`src/rtl/pmsr_pkg.sv`:
```
// Shared types, constants and codes of the motor soft-start ramp block.
package pmsr_pkg;

  // Number of motors and the width of a motor index
  localparam int MOTOR_COUNT = 2;
  localparam int MIDX_W      = (MOTOR_COUNT > 1) ? $clog2(MOTOR_COUNT) : 1;

  // Percent scale and serial divider size
  localparam logic [6:0] PCT_FULL = 7'd100;
  localparam int         DIV_W    = 21;
  localparam int         DCNT_W   = $clog2(DIV_W);

  // Reciprocal of the percent scale: x / 100 == (x * RECIP_100) >> RECIP_SH for x < 2**DIV_W
  localparam logic [21:0] RECIP_100 = 22'd2684355;
  localparam int          RECIP_W   = 22;
  localparam int          RECIP_SH  = 28;

  // Request kinds
  localparam logic [1:0] KIND_TICK   = 2'd0;
  localparam logic [1:0] KIND_DIRECT = 2'd1;
  localparam logic [1:0] KIND_SOFT   = 2'd2;
  localparam logic [1:0] KIND_NONE   = 2'd3;

  // Configuration register indexes
  localparam logic [1:0] CFG_MIN_SPEED = 2'd0;
  localparam logic [1:0] CFG_FULL_DUTY = 2'd1;
  localparam logic [1:0] CFG_TICKS     = 2'd2;

  // Configuration reset values
  localparam logic [6:0]  MIN_SPEED_RST = 7'd30;
  localparam logic [13:0] FULL_DUTY_RST = 14'd8191;
  localparam logic [9:0]  TICKS_RST     = 10'd10;

  typedef enum logic [1:0] {
    PH_IDLE,
    PH_STOP,
    PH_HOLD,
    PH_RAMP
  } phase_t;

  typedef enum logic [2:0] {
    S_IDLE,
    S_RD,
    S_CALC,
    S_DIVA,
    S_MID,
    S_DIVB,
    S_PUSH
  } fsm_t;

  // One motor's state entry
  typedef struct packed {
    logic [6:0]  speed;
    logic        dir;
    logic [6:0]  goal;
    logic        gdir;
    phase_t      phase;
    logic [10:0] wait_left;
  } entry_t;

  localparam entry_t RESET_ENTRY = '{
    speed:     7'd0,
    dir:       1'b1,
    goal:      7'd0,
    gdir:      1'b1,
    phase:     PH_IDLE,
    wait_left: 11'd0
  };

endpackage

```
`src/rtl/pwm_motor_soft_start_ramp.sv`:
```
// Top level of the per-motor soft-start ramp with forward and backward PWM duties.
// A command or tick request passes S_RD, S_CALC, S_DIVA, S_MID, the 21-step serial
// division by 100 - min_speed in S_DIVB, then S_PUSH; a rejected command goes from
// acceptance straight to S_PUSH. A tick gives one result per motor, the last marked.
// One request is worked at a time, the next taken the cycle after the last result is
// loaded; a stalled output holds the block.
// Reset (synchronous, rst_n low): registers return to defaults and all motors read at rest.
module pwm_motor_soft_start_ramp (
  input  logic        clk,
  input  logic        rst_n,
  input  logic        cfg_we,
  input  logic [1:0]  cfg_index,
  input  logic [13:0] cfg_data,
  input  logic        in_valid,
  output logic        in_ready,
  input  logic [1:0]  in_kind,
  input  logic [3:0]  in_motor,
  input  logic [6:0]  in_speed,
  input  logic        in_forward,
  output logic        out_valid,
  input  logic        out_ready,
  output logic [3:0]  out_unit,
  output logic [13:0] out_fwd_duty,
  output logic [13:0] out_bwd_duty,
  output logic        out_ramping,
  output logic        out_rejected,
  output logic        out_last
);

  localparam int N = pmsr_pkg::MOTOR_COUNT;
  localparam int IW = pmsr_pkg::MIDX_W;
  localparam int DW = pmsr_pkg::DIV_W;
  localparam int PW = pmsr_pkg::DIV_W + pmsr_pkg::RECIP_W;

  // Configuration registers
  logic [6:0]  min_r;
  logic [13:0] fd_r;
  logic [9:0]  tps_r;

  // Control
  pmsr_pkg::fsm_t state_r, state_nxt;
  logic           accept;
  logic           out_load;
  logic           mem_we;

  // Latched request
  logic [1:0]    kind_r;
  logic [3:0]    motor_r;
  logic [6:0]    spd_r;
  logic          fw_r;
  logic          rej_r;
  logic [IW-1:0] cur_r;
  logic          cur_last;

  // State memory with valid bits
  pmsr_pkg::entry_t mem [N];
  logic [N-1:0]     vld_r;
  pmsr_pkg::entry_t mem_q_r;
  logic             rvld_r;
  pmsr_pkg::entry_t ent;
  pmsr_pkg::entry_t upd;

  // Duty datapath
  logic [6:0]        spd_q_r;
  logic              dir_q_r;
  logic              ramp_q_r;
  logic              dzero_r;
  logic [13:0]       base_r;
  logic [DW-1:0]     dvd_r;
  logic [6:0]        dvs_r;
  logic [6:0]        rem_r;
  logic [pmsr_pkg::DCNT_W-1:0] cnt_r;
  logic [7:0]        trial;
  logic              trial_ge;
  logic [6:0]        rem_step;
  logic              div_last;
  logic [6:0]        m_cl;
  logic [6:0]        s_cl;
  logic              m_full;
  logic [DW-1:0]     mul_a;
  logic [DW-1:0]     mul_b;
  logic [PW-1:0]     prod_a;
  logic [DW-1:0]     quo_a;
  logic [13:0]       duty;

  // Output registers
  logic        out_valid_r;
  logic [3:0]  unit_r;
  logic [13:0] fwd_r;
  logic [13:0] bwd_r;
  logic        ramping_r;
  logic        rejected_r;
  logic        last_r;

  // Ramp entry helpers
  function automatic pmsr_pkg::entry_t enter_ramp(pmsr_pkg::entry_t e, logic [6:0] s,
                                                  logic [9:0] tps);
    pmsr_pkg::entry_t r;
    r = e;
    if (s == e.goal) begin
      r.speed     = e.goal;
      r.phase     = pmsr_pkg::PH_IDLE;
      r.wait_left = '0;
    end else begin
      r.speed     = s;
      r.phase     = pmsr_pkg::PH_RAMP;
      r.wait_left = {1'b0, tps};
    end
    return r;
  endfunction

  function automatic pmsr_pkg::entry_t enter_run(pmsr_pkg::entry_t e, logic [6:0] s,
                                                 logic [6:0] mn, logic [9:0] tps);
    pmsr_pkg::entry_t r;
    r = e;
    r.dir = e.gdir;
    if (e.goal == 7'd0) begin
      r.speed     = '0;
      r.phase     = pmsr_pkg::PH_IDLE;
      r.wait_left = '0;
    end else if (s == 7'd0) begin
      r.speed     = mn;
      r.phase     = pmsr_pkg::PH_HOLD;
      r.wait_left = {tps, 1'b0};
    end else begin
      r = enter_ramp(r, s, tps);
    end
    return r;
  endfunction

  function automatic pmsr_pkg::entry_t advance(pmsr_pkg::entry_t e, logic [6:0] mn,
                                               logic [9:0] tps);
    pmsr_pkg::entry_t r;
    logic [6:0]       sp;
    r  = e;
    sp = (e.goal > e.speed) ? e.speed + 7'd1 : e.speed - 7'd1;
    if (e.phase != pmsr_pkg::PH_IDLE) begin
      if (e.wait_left > 11'd1) begin
        r.wait_left = e.wait_left - 11'd1;
      end else begin
        case (e.phase)
          pmsr_pkg::PH_STOP: begin
            if (e.speed > mn) begin
              r.speed     = e.speed - 7'd1;
              r.wait_left = {1'b0, tps};
            end else begin
              r.speed = '0;
              r = enter_run(r, 7'd0, mn, tps);
            end
          end
          pmsr_pkg::PH_HOLD: r = enter_ramp(r, mn, tps);
          pmsr_pkg::PH_RAMP: r = enter_ramp(r, sp, tps);
          default: r = e;
        endcase
      end
    end
    return r;
  endfunction

  // Configuration writes
  always_ff @(posedge clk) begin
    if (!rst_n) begin
      min_r <= pmsr_pkg::MIN_SPEED_RST;
      fd_r  <= pmsr_pkg::FULL_DUTY_RST;
      tps_r <= pmsr_pkg::TICKS_RST;
    end else if (cfg_we) begin
      case (cfg_index)
        pmsr_pkg::CFG_MIN_SPEED: min_r <= cfg_data[6:0];
        pmsr_pkg::CFG_FULL_DUTY: fd_r  <= cfg_data;
        pmsr_pkg::CFG_TICKS:     tps_r <= cfg_data[9:0];
        default: ;
      endcase
    end
  end

  // Next state
  always_comb begin
    state_nxt = state_r;
    case (state_r)
      pmsr_pkg::S_IDLE: begin
        if (accept && in_kind != pmsr_pkg::KIND_NONE) begin
          if (in_kind != pmsr_pkg::KIND_TICK && in_motor >= 4'(N)) begin
            state_nxt = pmsr_pkg::S_PUSH;
          end else begin
            state_nxt = pmsr_pkg::S_RD;
          end
        end
      end
      pmsr_pkg::S_RD:   state_nxt = pmsr_pkg::S_CALC;
      pmsr_pkg::S_CALC: state_nxt = pmsr_pkg::S_DIVA;
      pmsr_pkg::S_DIVA: state_nxt = pmsr_pkg::S_MID;
      pmsr_pkg::S_MID:  state_nxt = pmsr_pkg::S_DIVB;
      pmsr_pkg::S_DIVB: if (div_last) state_nxt = pmsr_pkg::S_PUSH;
      pmsr_pkg::S_PUSH: begin
        if (out_load) begin
          if (!rej_r && kind_r == pmsr_pkg::KIND_TICK && !cur_last) begin
            state_nxt = pmsr_pkg::S_RD;
          end else begin
            state_nxt = pmsr_pkg::S_IDLE;
          end
        end
      end
      default: state_nxt = pmsr_pkg::S_IDLE;
    endcase
  end

  // Control outputs
  always_comb begin
    in_ready = (state_r == pmsr_pkg::S_IDLE);
    out_load = (state_r == pmsr_pkg::S_PUSH) && (!out_valid_r || out_ready);
    mem_we   = (state_r == pmsr_pkg::S_CALC);
  end

  assign accept   = in_valid && in_ready;
  assign cur_last = (cur_r == IW'(N - 1));

  always_ff @(posedge clk) begin
    if (!rst_n) begin
      state_r <= pmsr_pkg::S_IDLE;
    end else begin
      state_r <= state_nxt;
    end
  end

  // State memory: read into a register in S_RD, write back the updated entry in S_CALC
  always_ff @(posedge clk) begin
    if (state_r == pmsr_pkg::S_RD) begin
      mem_q_r <= mem[cur_r];
      rvld_r  <= vld_r[cur_r];
    end
    if (mem_we) begin
      mem[cur_r] <= upd;
    end
  end

  always_ff @(posedge clk) begin
    if (!rst_n) begin
      vld_r <= '0;
    end else if (mem_we) begin
      vld_r[cur_r] <= 1'b1;
    end
  end

  // Apply the request to the entry
  always_comb begin
    ent = rvld_r ? mem_q_r : pmsr_pkg::RESET_ENTRY;
    upd = ent;
    case (kind_r)
      pmsr_pkg::KIND_TICK: upd = advance(ent, min_r, tps_r);
      pmsr_pkg::KIND_DIRECT: begin
        upd.speed     = (spd_r < min_r) ? 7'd0 : spd_r;
        upd.dir       = fw_r;
        upd.goal      = (spd_r < min_r) ? 7'd0 : spd_r;
        upd.gdir      = fw_r;
        upd.phase     = pmsr_pkg::PH_IDLE;
        upd.wait_left = '0;
      end
      pmsr_pkg::KIND_SOFT: begin
        upd.goal = spd_r;
        upd.gdir = fw_r;
        if (ent.dir != fw_r && ent.speed != 7'd0) begin
          if (ent.speed >= min_r) begin
            upd.phase     = pmsr_pkg::PH_STOP;
            upd.wait_left = {1'b0, tps_r};
          end else begin
            upd.speed = '0;
            upd = enter_run(upd, 7'd0, min_r, tps_r);
          end
        end else begin
          upd = enter_run(upd, ent.speed, min_r, tps_r);
        end
      end
      default: upd = ent;
    endcase
  end

  // Duty mapping operands, reciprocal divide by the percent scale and serial divider step
  always_comb begin
    m_cl     = (min_r > pmsr_pkg::PCT_FULL) ? pmsr_pkg::PCT_FULL : min_r;
    s_cl     = (spd_q_r > pmsr_pkg::PCT_FULL) ? pmsr_pkg::PCT_FULL : spd_q_r;
    m_full   = (m_cl == pmsr_pkg::PCT_FULL);
    mul_a    = DW'(m_cl) * DW'(fd_r);
    mul_b    = DW'(s_cl - m_cl) * DW'(fd_r - dvd_r[13:0]);
    prod_a   = PW'(dvd_r) * PW'(pmsr_pkg::RECIP_100);
    quo_a    = DW'(prod_a >> pmsr_pkg::RECIP_SH);
    trial    = {rem_r, dvd_r[DW-1]};
    trial_ge = (trial >= {1'b0, dvs_r});
    rem_step = trial_ge ? 7'(trial - {1'b0, dvs_r}) : trial[6:0];
    div_last = (cnt_r == pmsr_pkg::DCNT_W'(DW - 1));
    duty     = dzero_r ? 14'd0 : 14'(base_r + dvd_r[13:0]);
  end

  // Datapath
  always_ff @(posedge clk) begin
    case (state_r)
      pmsr_pkg::S_IDLE: begin
        if (accept) begin
          kind_r  <= in_kind;
          motor_r <= in_motor;
          spd_r   <= (in_speed > pmsr_pkg::PCT_FULL) ? pmsr_pkg::PCT_FULL : in_speed;
          fw_r    <= in_forward;
          rej_r   <= (in_kind != pmsr_pkg::KIND_TICK) && (in_motor >= 4'(N));
          cur_r   <= (in_kind == pmsr_pkg::KIND_TICK) ? '0 : in_motor[IW-1:0];
        end
      end
      pmsr_pkg::S_CALC: begin
        spd_q_r  <= upd.speed;
        dir_q_r  <= upd.dir;
        ramp_q_r <= (upd.phase != pmsr_pkg::PH_IDLE);
        dzero_r  <= (upd.speed < min_r) || (upd.speed == 7'd0);
        // product for base = m * full / 100
        dvd_r    <= mul_a;
      end
      pmsr_pkg::S_DIVA: begin
        // divide the product by the percent scale through its reciprocal
        dvd_r <= quo_a;
      end
      pmsr_pkg::S_MID: begin
        // start (s - m) * (full - base) / (100 - m); a zero term when m is full scale
        base_r <= dvd_r[13:0];
        dvd_r  <= m_full ? '0 : mul_b;
        dvs_r  <= m_full ? 7'd1 : 7'(pmsr_pkg::PCT_FULL - m_cl);
        rem_r  <= '0;
        cnt_r  <= '0;
      end
      pmsr_pkg::S_DIVB: begin
        rem_r <= rem_step;
        dvd_r <= {dvd_r[DW-2:0], trial_ge};
        cnt_r <= cnt_r + 1'b1;
      end
      pmsr_pkg::S_PUSH: begin
        if (out_load && !rej_r && kind_r == pmsr_pkg::KIND_TICK && !cur_last) begin
          cur_r <= cur_r + 1'b1;
        end
      end
      default: ;
    endcase
  end

  // Output register: hold while stalled, load a new result when free
  always_ff @(posedge clk) begin
    if (!rst_n) begin
      out_valid_r <= 1'b0;
    end else if (out_load) begin
      out_valid_r <= 1'b1;
    end else if (out_ready) begin
      out_valid_r <= 1'b0;
    end
  end

  always_ff @(posedge clk) begin
    if (out_load) begin
      if (rej_r) begin
        unit_r     <= motor_r;
        fwd_r      <= '0;
        bwd_r      <= '0;
        ramping_r  <= 1'b0;
        rejected_r <= 1'b1;
        last_r     <= 1'b1;
      end else begin
        unit_r     <= 4'(cur_r);
        fwd_r      <= dir_q_r ? duty : 14'd0;
        bwd_r      <= dir_q_r ? 14'd0 : duty;
        ramping_r  <= ramp_q_r;
        rejected_r <= 1'b0;
        last_r     <= (kind_r != pmsr_pkg::KIND_TICK) || cur_last;
      end
    end
  end

  assign out_valid    = out_valid_r;
  assign out_unit     = unit_r;
  assign out_fwd_duty = fwd_r;
  assign out_bwd_duty = bwd_r;
  assign out_ramping  = ramping_r;
  assign out_rejected = rejected_r;
  assign out_last     = last_r;

endmodule

```
`config.mk`:
```
export PLATFORM = sky130hd
export DESIGN_NAME = pwm_motor_soft_start_ramp
export DESIGN_NICKNAME = d
export VERILOG_FILES = /design/src/rtl/pmsr_pkg.sv /design/src/rtl/pwm_motor_soft_start_ramp.sv
export SDC_FILE = /design/constraint.sdc
export NUM_CORES = 2
export LEC_CHECK = 0
export ABC_AREA = 0
export BUFFER_PORTS_ARGS = -buffer_cell sky130_fd_sc_hd__buf_2
export CAP_MARGIN = 20
export CORE_UTILIZATION = 65
export DETAILED_ROUTE_END_ITERATION = 12
export PLACE_DENSITY = 0.86
export RECOVER_POWER = 25
export REMOVE_ABC_BUFFERS = 1
export SLEW_MARGIN = 20
export SYNTH_ARGS = -nofsm -noshare
export SYNTH_HDL_FRONTEND = slang
export SYNTH_SLANG_ARGS = --single-unit
```
`constraint.sdc`:
```
create_clock -name clk -period 23.6 [get_ports clk]
set_input_delay 2.36 -clock clk [delete_from_list [all_inputs] [get_ports clk]]
set_output_delay 2.36 -clock clk [all_outputs]
set_load 0.01 [all_outputs]
```
==> report_table.html <==
<table>
<tr><th>Metric</th><th>Value</th></tr>
<tr><th colspan="2">Routing</th></tr>
<tr><td>Highest layer used for signal routing</td><td>met5</td></tr>
<tr><td>Detailed-routing iteration count for the pre-antenna-repair pass</td><td>6</td></tr>
<tr><td>Antenna-violating nets left</td><td>0</td></tr>
<tr><td>Met1 Wirelength</td><td>31530 um</td></tr>
<tr><td>Total via count in the routed design</td><td>22660</td></tr>
<tr><td>First DRT Iteration DRCs</td><td>2149</td></tr>
<tr><td>Vias per std cell</td><td>6.294</td></tr>
<tr><td>WL per Instance</td><td>22.25 um</td></tr>
<tr><td>Post-route DRC</td><td>0</td></tr>
<tr><td>Routed length on met3</td><td>7658 um</td></tr>
<tr><td>Routed wire length</td><td>80120 um</td></tr>
<tr><td>Routed length on met2</td><td>37140 um</td></tr>
<tr><th colspan="2">Critical path</th></tr>
<tr><td>Number of cells traversed by the worst register-to-register path</td><td>27</td></tr>
<tr><td>Total number of cells along the worst setup path</td><td>27</td></tr>
<tr><td>Critical path arrival</td><td>9160 ps</td></tr>
<tr><td>Critical Path Slowest Stage Cell</td><td>sky130_fd_sc_hd__xnor2_1</td></tr>
<tr><td>Worst path max stage delay</td><td>830 ps</td></tr>
<tr><td>Category of the critical setup timing path</td><td>reg2reg</td></tr>
<tr><td>Buffers &amp; Inverters on Critical Path</td><td>4</td></tr>
<tr><td>Worst reg2reg path startpoint</td><td>min_r[3]</td></tr>
<tr><td>Kind of cell with the highest combined delay on the critical path</td><td>adder cells</td></tr>
<tr><td>Critical Path Sink Type</td><td>flip-flop</td></tr>
<tr><td>Startpoint type of the worst setup path</td><td>flip-flop</td></tr>
<tr><td>Critical path startpoint</td><td>min_r[3]</td></tr>
<tr><td>Largest driver fanout on the critical path</td><td>13</td></tr>
<tr><td>Data required time at the worst endpoint</td><td>23930 ps</td></tr>
<tr><td>Cell repeated most along the worst path</td><td>sky130_fd_sc_hd__fa_1</td></tr>
<tr><th colspan="2">Worst hold path</th></tr>
<tr><td>Worst hold path class</td><td>reg2reg</td></tr>
<tr><td>Hold Path Stages</td><td>1</td></tr>
<tr><td>Hold Path Origin</td><td>vld_r[1]</td></tr>
<tr><th colspan="2">Cells and area</th></tr>
<tr><td>Number of antenna diodes</td><td>0</td></tr>
<tr><td>Final nets</td><td>3697</td></tr>
<tr><td>Total area of sequential cells</td><td>6837 um2</td></tr>
<tr><td>Commonest non-fill, non-tap cells in the layout</td><td>sky130_fd_sc_hd__inv_1 (485), sky130_fd_sc_hd__ha_1 (359), sky130_fd_sc_hd__fa_1 (308), sky130_fd_sc_hd__nand2_1 (248), sky130_fd_sc_hd__nor2_1 (234)</td></tr>
<tr><td>Fraction of layout instances using a drive strength above 1</td><td>6.731%</td></tr>
<tr><td>Area Growth Syn to Fin</td><td>6.383%</td></tr>
<tr><td>Most common library cell in the layout ignoring fill and taps</td><td>sky130_fd_sc_hd__inv_1</td></tr>
<tr><td>Multi-input logic area</td><td>19400 um2</td></tr>
<tr><td>Final standard cell count with taps included and fillers excluded</td><td>3601</td></tr>
<tr><td>Fill cell total of the finished layout</td><td>3170</td></tr>
<tr><th colspan="2">Clocking</th></tr>
<tr><td>CTS Sinks</td><td>240</td></tr>
<tr><td>Reg clk slew, reported paths</td><td>70 ps</td></tr>
<tr><td>Number of hold-repair buffers added at the cts stage</td><td>0</td></tr>
<tr><td>CTS H-tree lvls</td><td>1</td></tr>
<tr><td>Setup Buffers After CTS</td><td>0</td></tr>
<tr><td>Clock tree from TritonCTS</td><td>built</td></tr>
<tr><td>CTS Root Buffer Type</td><td>sky130_fd_sc_hd__clkbuf_16</td></tr>
<tr><td>Count of instances resized after the clock tree is built</td><td>0</td></tr>
<tr><td>Max Buffers Root-to-Sink</td><td>3</td></tr>
<tr><td>Clock Latency Late Sink</td><td>570 ps</td></tr>
<tr><td>CTS Buf Count</td><td>27</td></tr>
<tr><th colspan="2">Logic synthesis</th></tr>
<tr><td>Synthesis warning total</td><td>0</td></tr>
<tr><td>Primary FF master, synth</td><td>sky130_fd_sc_hd__edfxtp_1</td></tr>
<tr><td>Post-Syn Instances</td><td>2967</td></tr>
<tr><td>Number of distinct library cells after synthesis</td><td>81</td></tr>
<tr><td>Proportion of register bits with asynchronous set or reset after synthesis</td><td>0%</td></tr>
<tr><td>Register bit total from synthesis</td><td>240</td></tr>
<tr><td>Count of flip-flops with a built-in enable after synthesis</td><td>203</td></tr>
<tr><td>Avg Inst Size Synth</td><td>9.580 um2</td></tr>
<tr><td>Post-synthesis cell area</td><td>28420 um2</td></tr>
<tr><td>Sequential area share after synthesis</td><td>24.05%</td></tr>
<tr><th colspan="2">Global routing</th></tr>
<tr><td>GRT Overall Usage</td><td>36.79%</td></tr>
<tr><td>Largest net degree at the start of global routing</td><td>59</td></tr>
<tr><td>Number of global-route vias before repair</td><td>23500</td></tr>
<tr><td>Number of antenna violations at the first check in global routing</td><td>2</td></tr>
<tr><td>Wire length of the first global-routing pass</td><td>127200 um</td></tr>
<tr><td>Congestion Overflow GR</td><td>0</td></tr>
<tr><th colspan="2">STA</th></tr>
<tr><td>Setup TNS</td><td>0 ps</td></tr>
<tr><td>Total count of max-transition violations in the final report</td><td>31</td></tr>
<tr><td>Achievable frequency</td><td>113.2 MHz</td></tr>
<tr><td>Count of endpoints failing setup in the final report</td><td>0</td></tr>
<tr><td>Hold Worst Slack</td><td>506.6 ps</td></tr>
<tr><td>Unrepaired setup endpoints after global routing</td><td>false</td></tr>
<tr><td>Final worst-path cycle share</td><td>37.42%</td></tr>
<tr><td>Actual transition at the worst max-transition pin</td><td>2222 ps</td></tr>
<tr><td>Layout Skew</td><td>29.85 ps</td></tr>
<tr><td>Number of failing hold endpoints at the final stage</td><td>0</td></tr>
<tr><td>Relative slew margins</td><td>-48.11%</td></tr>
<tr><td>Minimum clock period</td><td>8831 ps</td></tr>
<tr><th colspan="2">Placed design</th></tr>
<tr><td>Weighted congestion at the end of routability-driven global placement</td><td>1.006</td></tr>
<tr><td>Number of placed cells counting well taps</td><td>3551</td></tr>
<tr><td>Number of buffers inserted by port buffering</td><td>71</td></tr>
<tr><td>HPWL Detailed</td><td>63490 um</td></tr>
<tr><th colspan="2">Outcome</th></tr>
<tr><td>Run status</td><td>finished, violations left</td></tr>
<tr><td>Failing checks</td><td>capacitance limit, slew limit</td></tr>
<tr><th colspan="2">Floorplanning</th></tr>
<tr><td>Die outline height</td><td>211.1 um</td></tr>
<tr><td>Die width</td><td>211.1 um</td></tr>
<tr><td>Full die area</td><td>44570 um2</td></tr>
<tr><td># IOs</td><td>72</td></tr>
<tr><td>Initial cell density of the core</td><td>65.98%</td></tr>
<tr><td>Core Box Area</td><td>43080 um2</td></tr>
<tr><td>Number of placement rows</td><td>76</td></tr>
<tr><th colspan="2">Flow run</th></tr>
<tr><td>Reported max-cap violation count</td><td>2</td></tr>
</table>
-- path summary, 6_finish.rpt --
path | to | slack [ps]
min | vld_r[1] | 510
min reg2reg | vld_r[1] | 510
max | dvd_r[20] | 14770
max reg2reg | dvd_r[20] | 14770
-- Yosys cell counts (21+ instances only) --
library cell	count	area (um2)
sky130_fd_sc_hd__a21o_1	34	255.2
sky130_fd_sc_hd__a21oi_1	112	560.5
sky130_fd_sc_hd__and2_1	43	269.0
sky130_fd_sc_hd__and3_1	25	156.4
sky130_fd_sc_hd__clkbuf_1	90	337.8
sky130_fd_sc_hd__dfxtp_1	37	740.7
sky130_fd_sc_hd__edfxtp_1	203	6096
sky130_fd_sc_hd__fa_1	308	6166
sky130_fd_sc_hd__ha_1	359	4492
sky130_fd_sc_hd__inv_1	485	1821
sky130_fd_sc_hd__mux2_2	32	360.4
sky130_fd_sc_hd__mux2i_1	22	220.2
sky130_fd_sc_hd__nand2_1	248	930.9
sky130_fd_sc_hd__nand2b_1	39	244.0
sky130_fd_sc_hd__nand3_1	61	305.3
sky130_fd_sc_hd__nor2_1	235	882.1
sky130_fd_sc_hd__nor2b_1	39	244.0
sky130_fd_sc_hd__nor3_1	41	205.2
sky130_fd_sc_hd__o211ai_1	21	157.7
sky130_fd_sc_hd__o21ai_0	103	515.5
sky130_fd_sc_hd__xnor2_1	74	648.1
sky130_fd_sc_hd__xor2_1	47	411.6
-- final cells by class --
type | count | share of cell area [%]
sequential | 240 | 22.61
clock inverter | 13 | 0.5007
tap | 585 | 2.421
multi-input combinational | 2140 | 64.15
inverter | 486 | 6.033
clock buffer | 37 | 2.458
timing repair buffer | 100 | 1.833
-- worst register-to-register path, delay by kind of cell, from the launching register on --
family,cells,cell delay (ps)
fa+ha+maj,6,2590
simple gates,7,2060
compound gates,7,1450
xor+xnor,2,1250
buf+inv,4,710
flops,1,410
mux,1,130
-- routing by layer --
| layer | GRT usage, % | vias up |
|---|---|---|
| li1 | - | 10040 |
| met1 | 48.83 | 11090 |
| met2 | 59.78 | 1258 |
| met3 | 6.170 | 268 |
| met4 | 15.54 | 4 |
| met5 | 0 | - |
-- sequential cells by signal, summed over array words and instances, names as in the netlist, 2 cells and up --
name	count
dvs_r	7
rem_r	7
base_r	14
out_fwd_duty	14
kind_r	2
mem_q_r	29
spd_r	7
dvd_r	21
tps_r	10
state_r	3
cnt_r	5
mem	58
fd_r	14
motor_r	4
out_bwd_duty	14
vld_r	2
out_unit	4
spd_q_r	7
min_r	7
-- stage by stage --
step                setup WS [ps]  cell area (um2)  utilization (%)
floorplan                   15830            28040                -
global placement            15280            29360            68.16
detailed placement          14940            29360            68.16
CTS                         14940            30260            70.24
global route                14390            30240            70.20
finish                      14770            30240            70.20
-- cell families after synthesis --
kind of cell	Yosys count	share of synthesized area [%]
buffers and inverters	587	7.761
AOI/OAI and AO/OA	483	11.33
adders and majority gates	667	37.50
DFF	240	24.05
and+or+nand+nor	814	13.51
xor gates and xnor gates	122	3.808
muxes	54	2.043
Power is not shown: default switching activity piles up to over one toggle a cycle in this logic, so the estimate is an artifact.
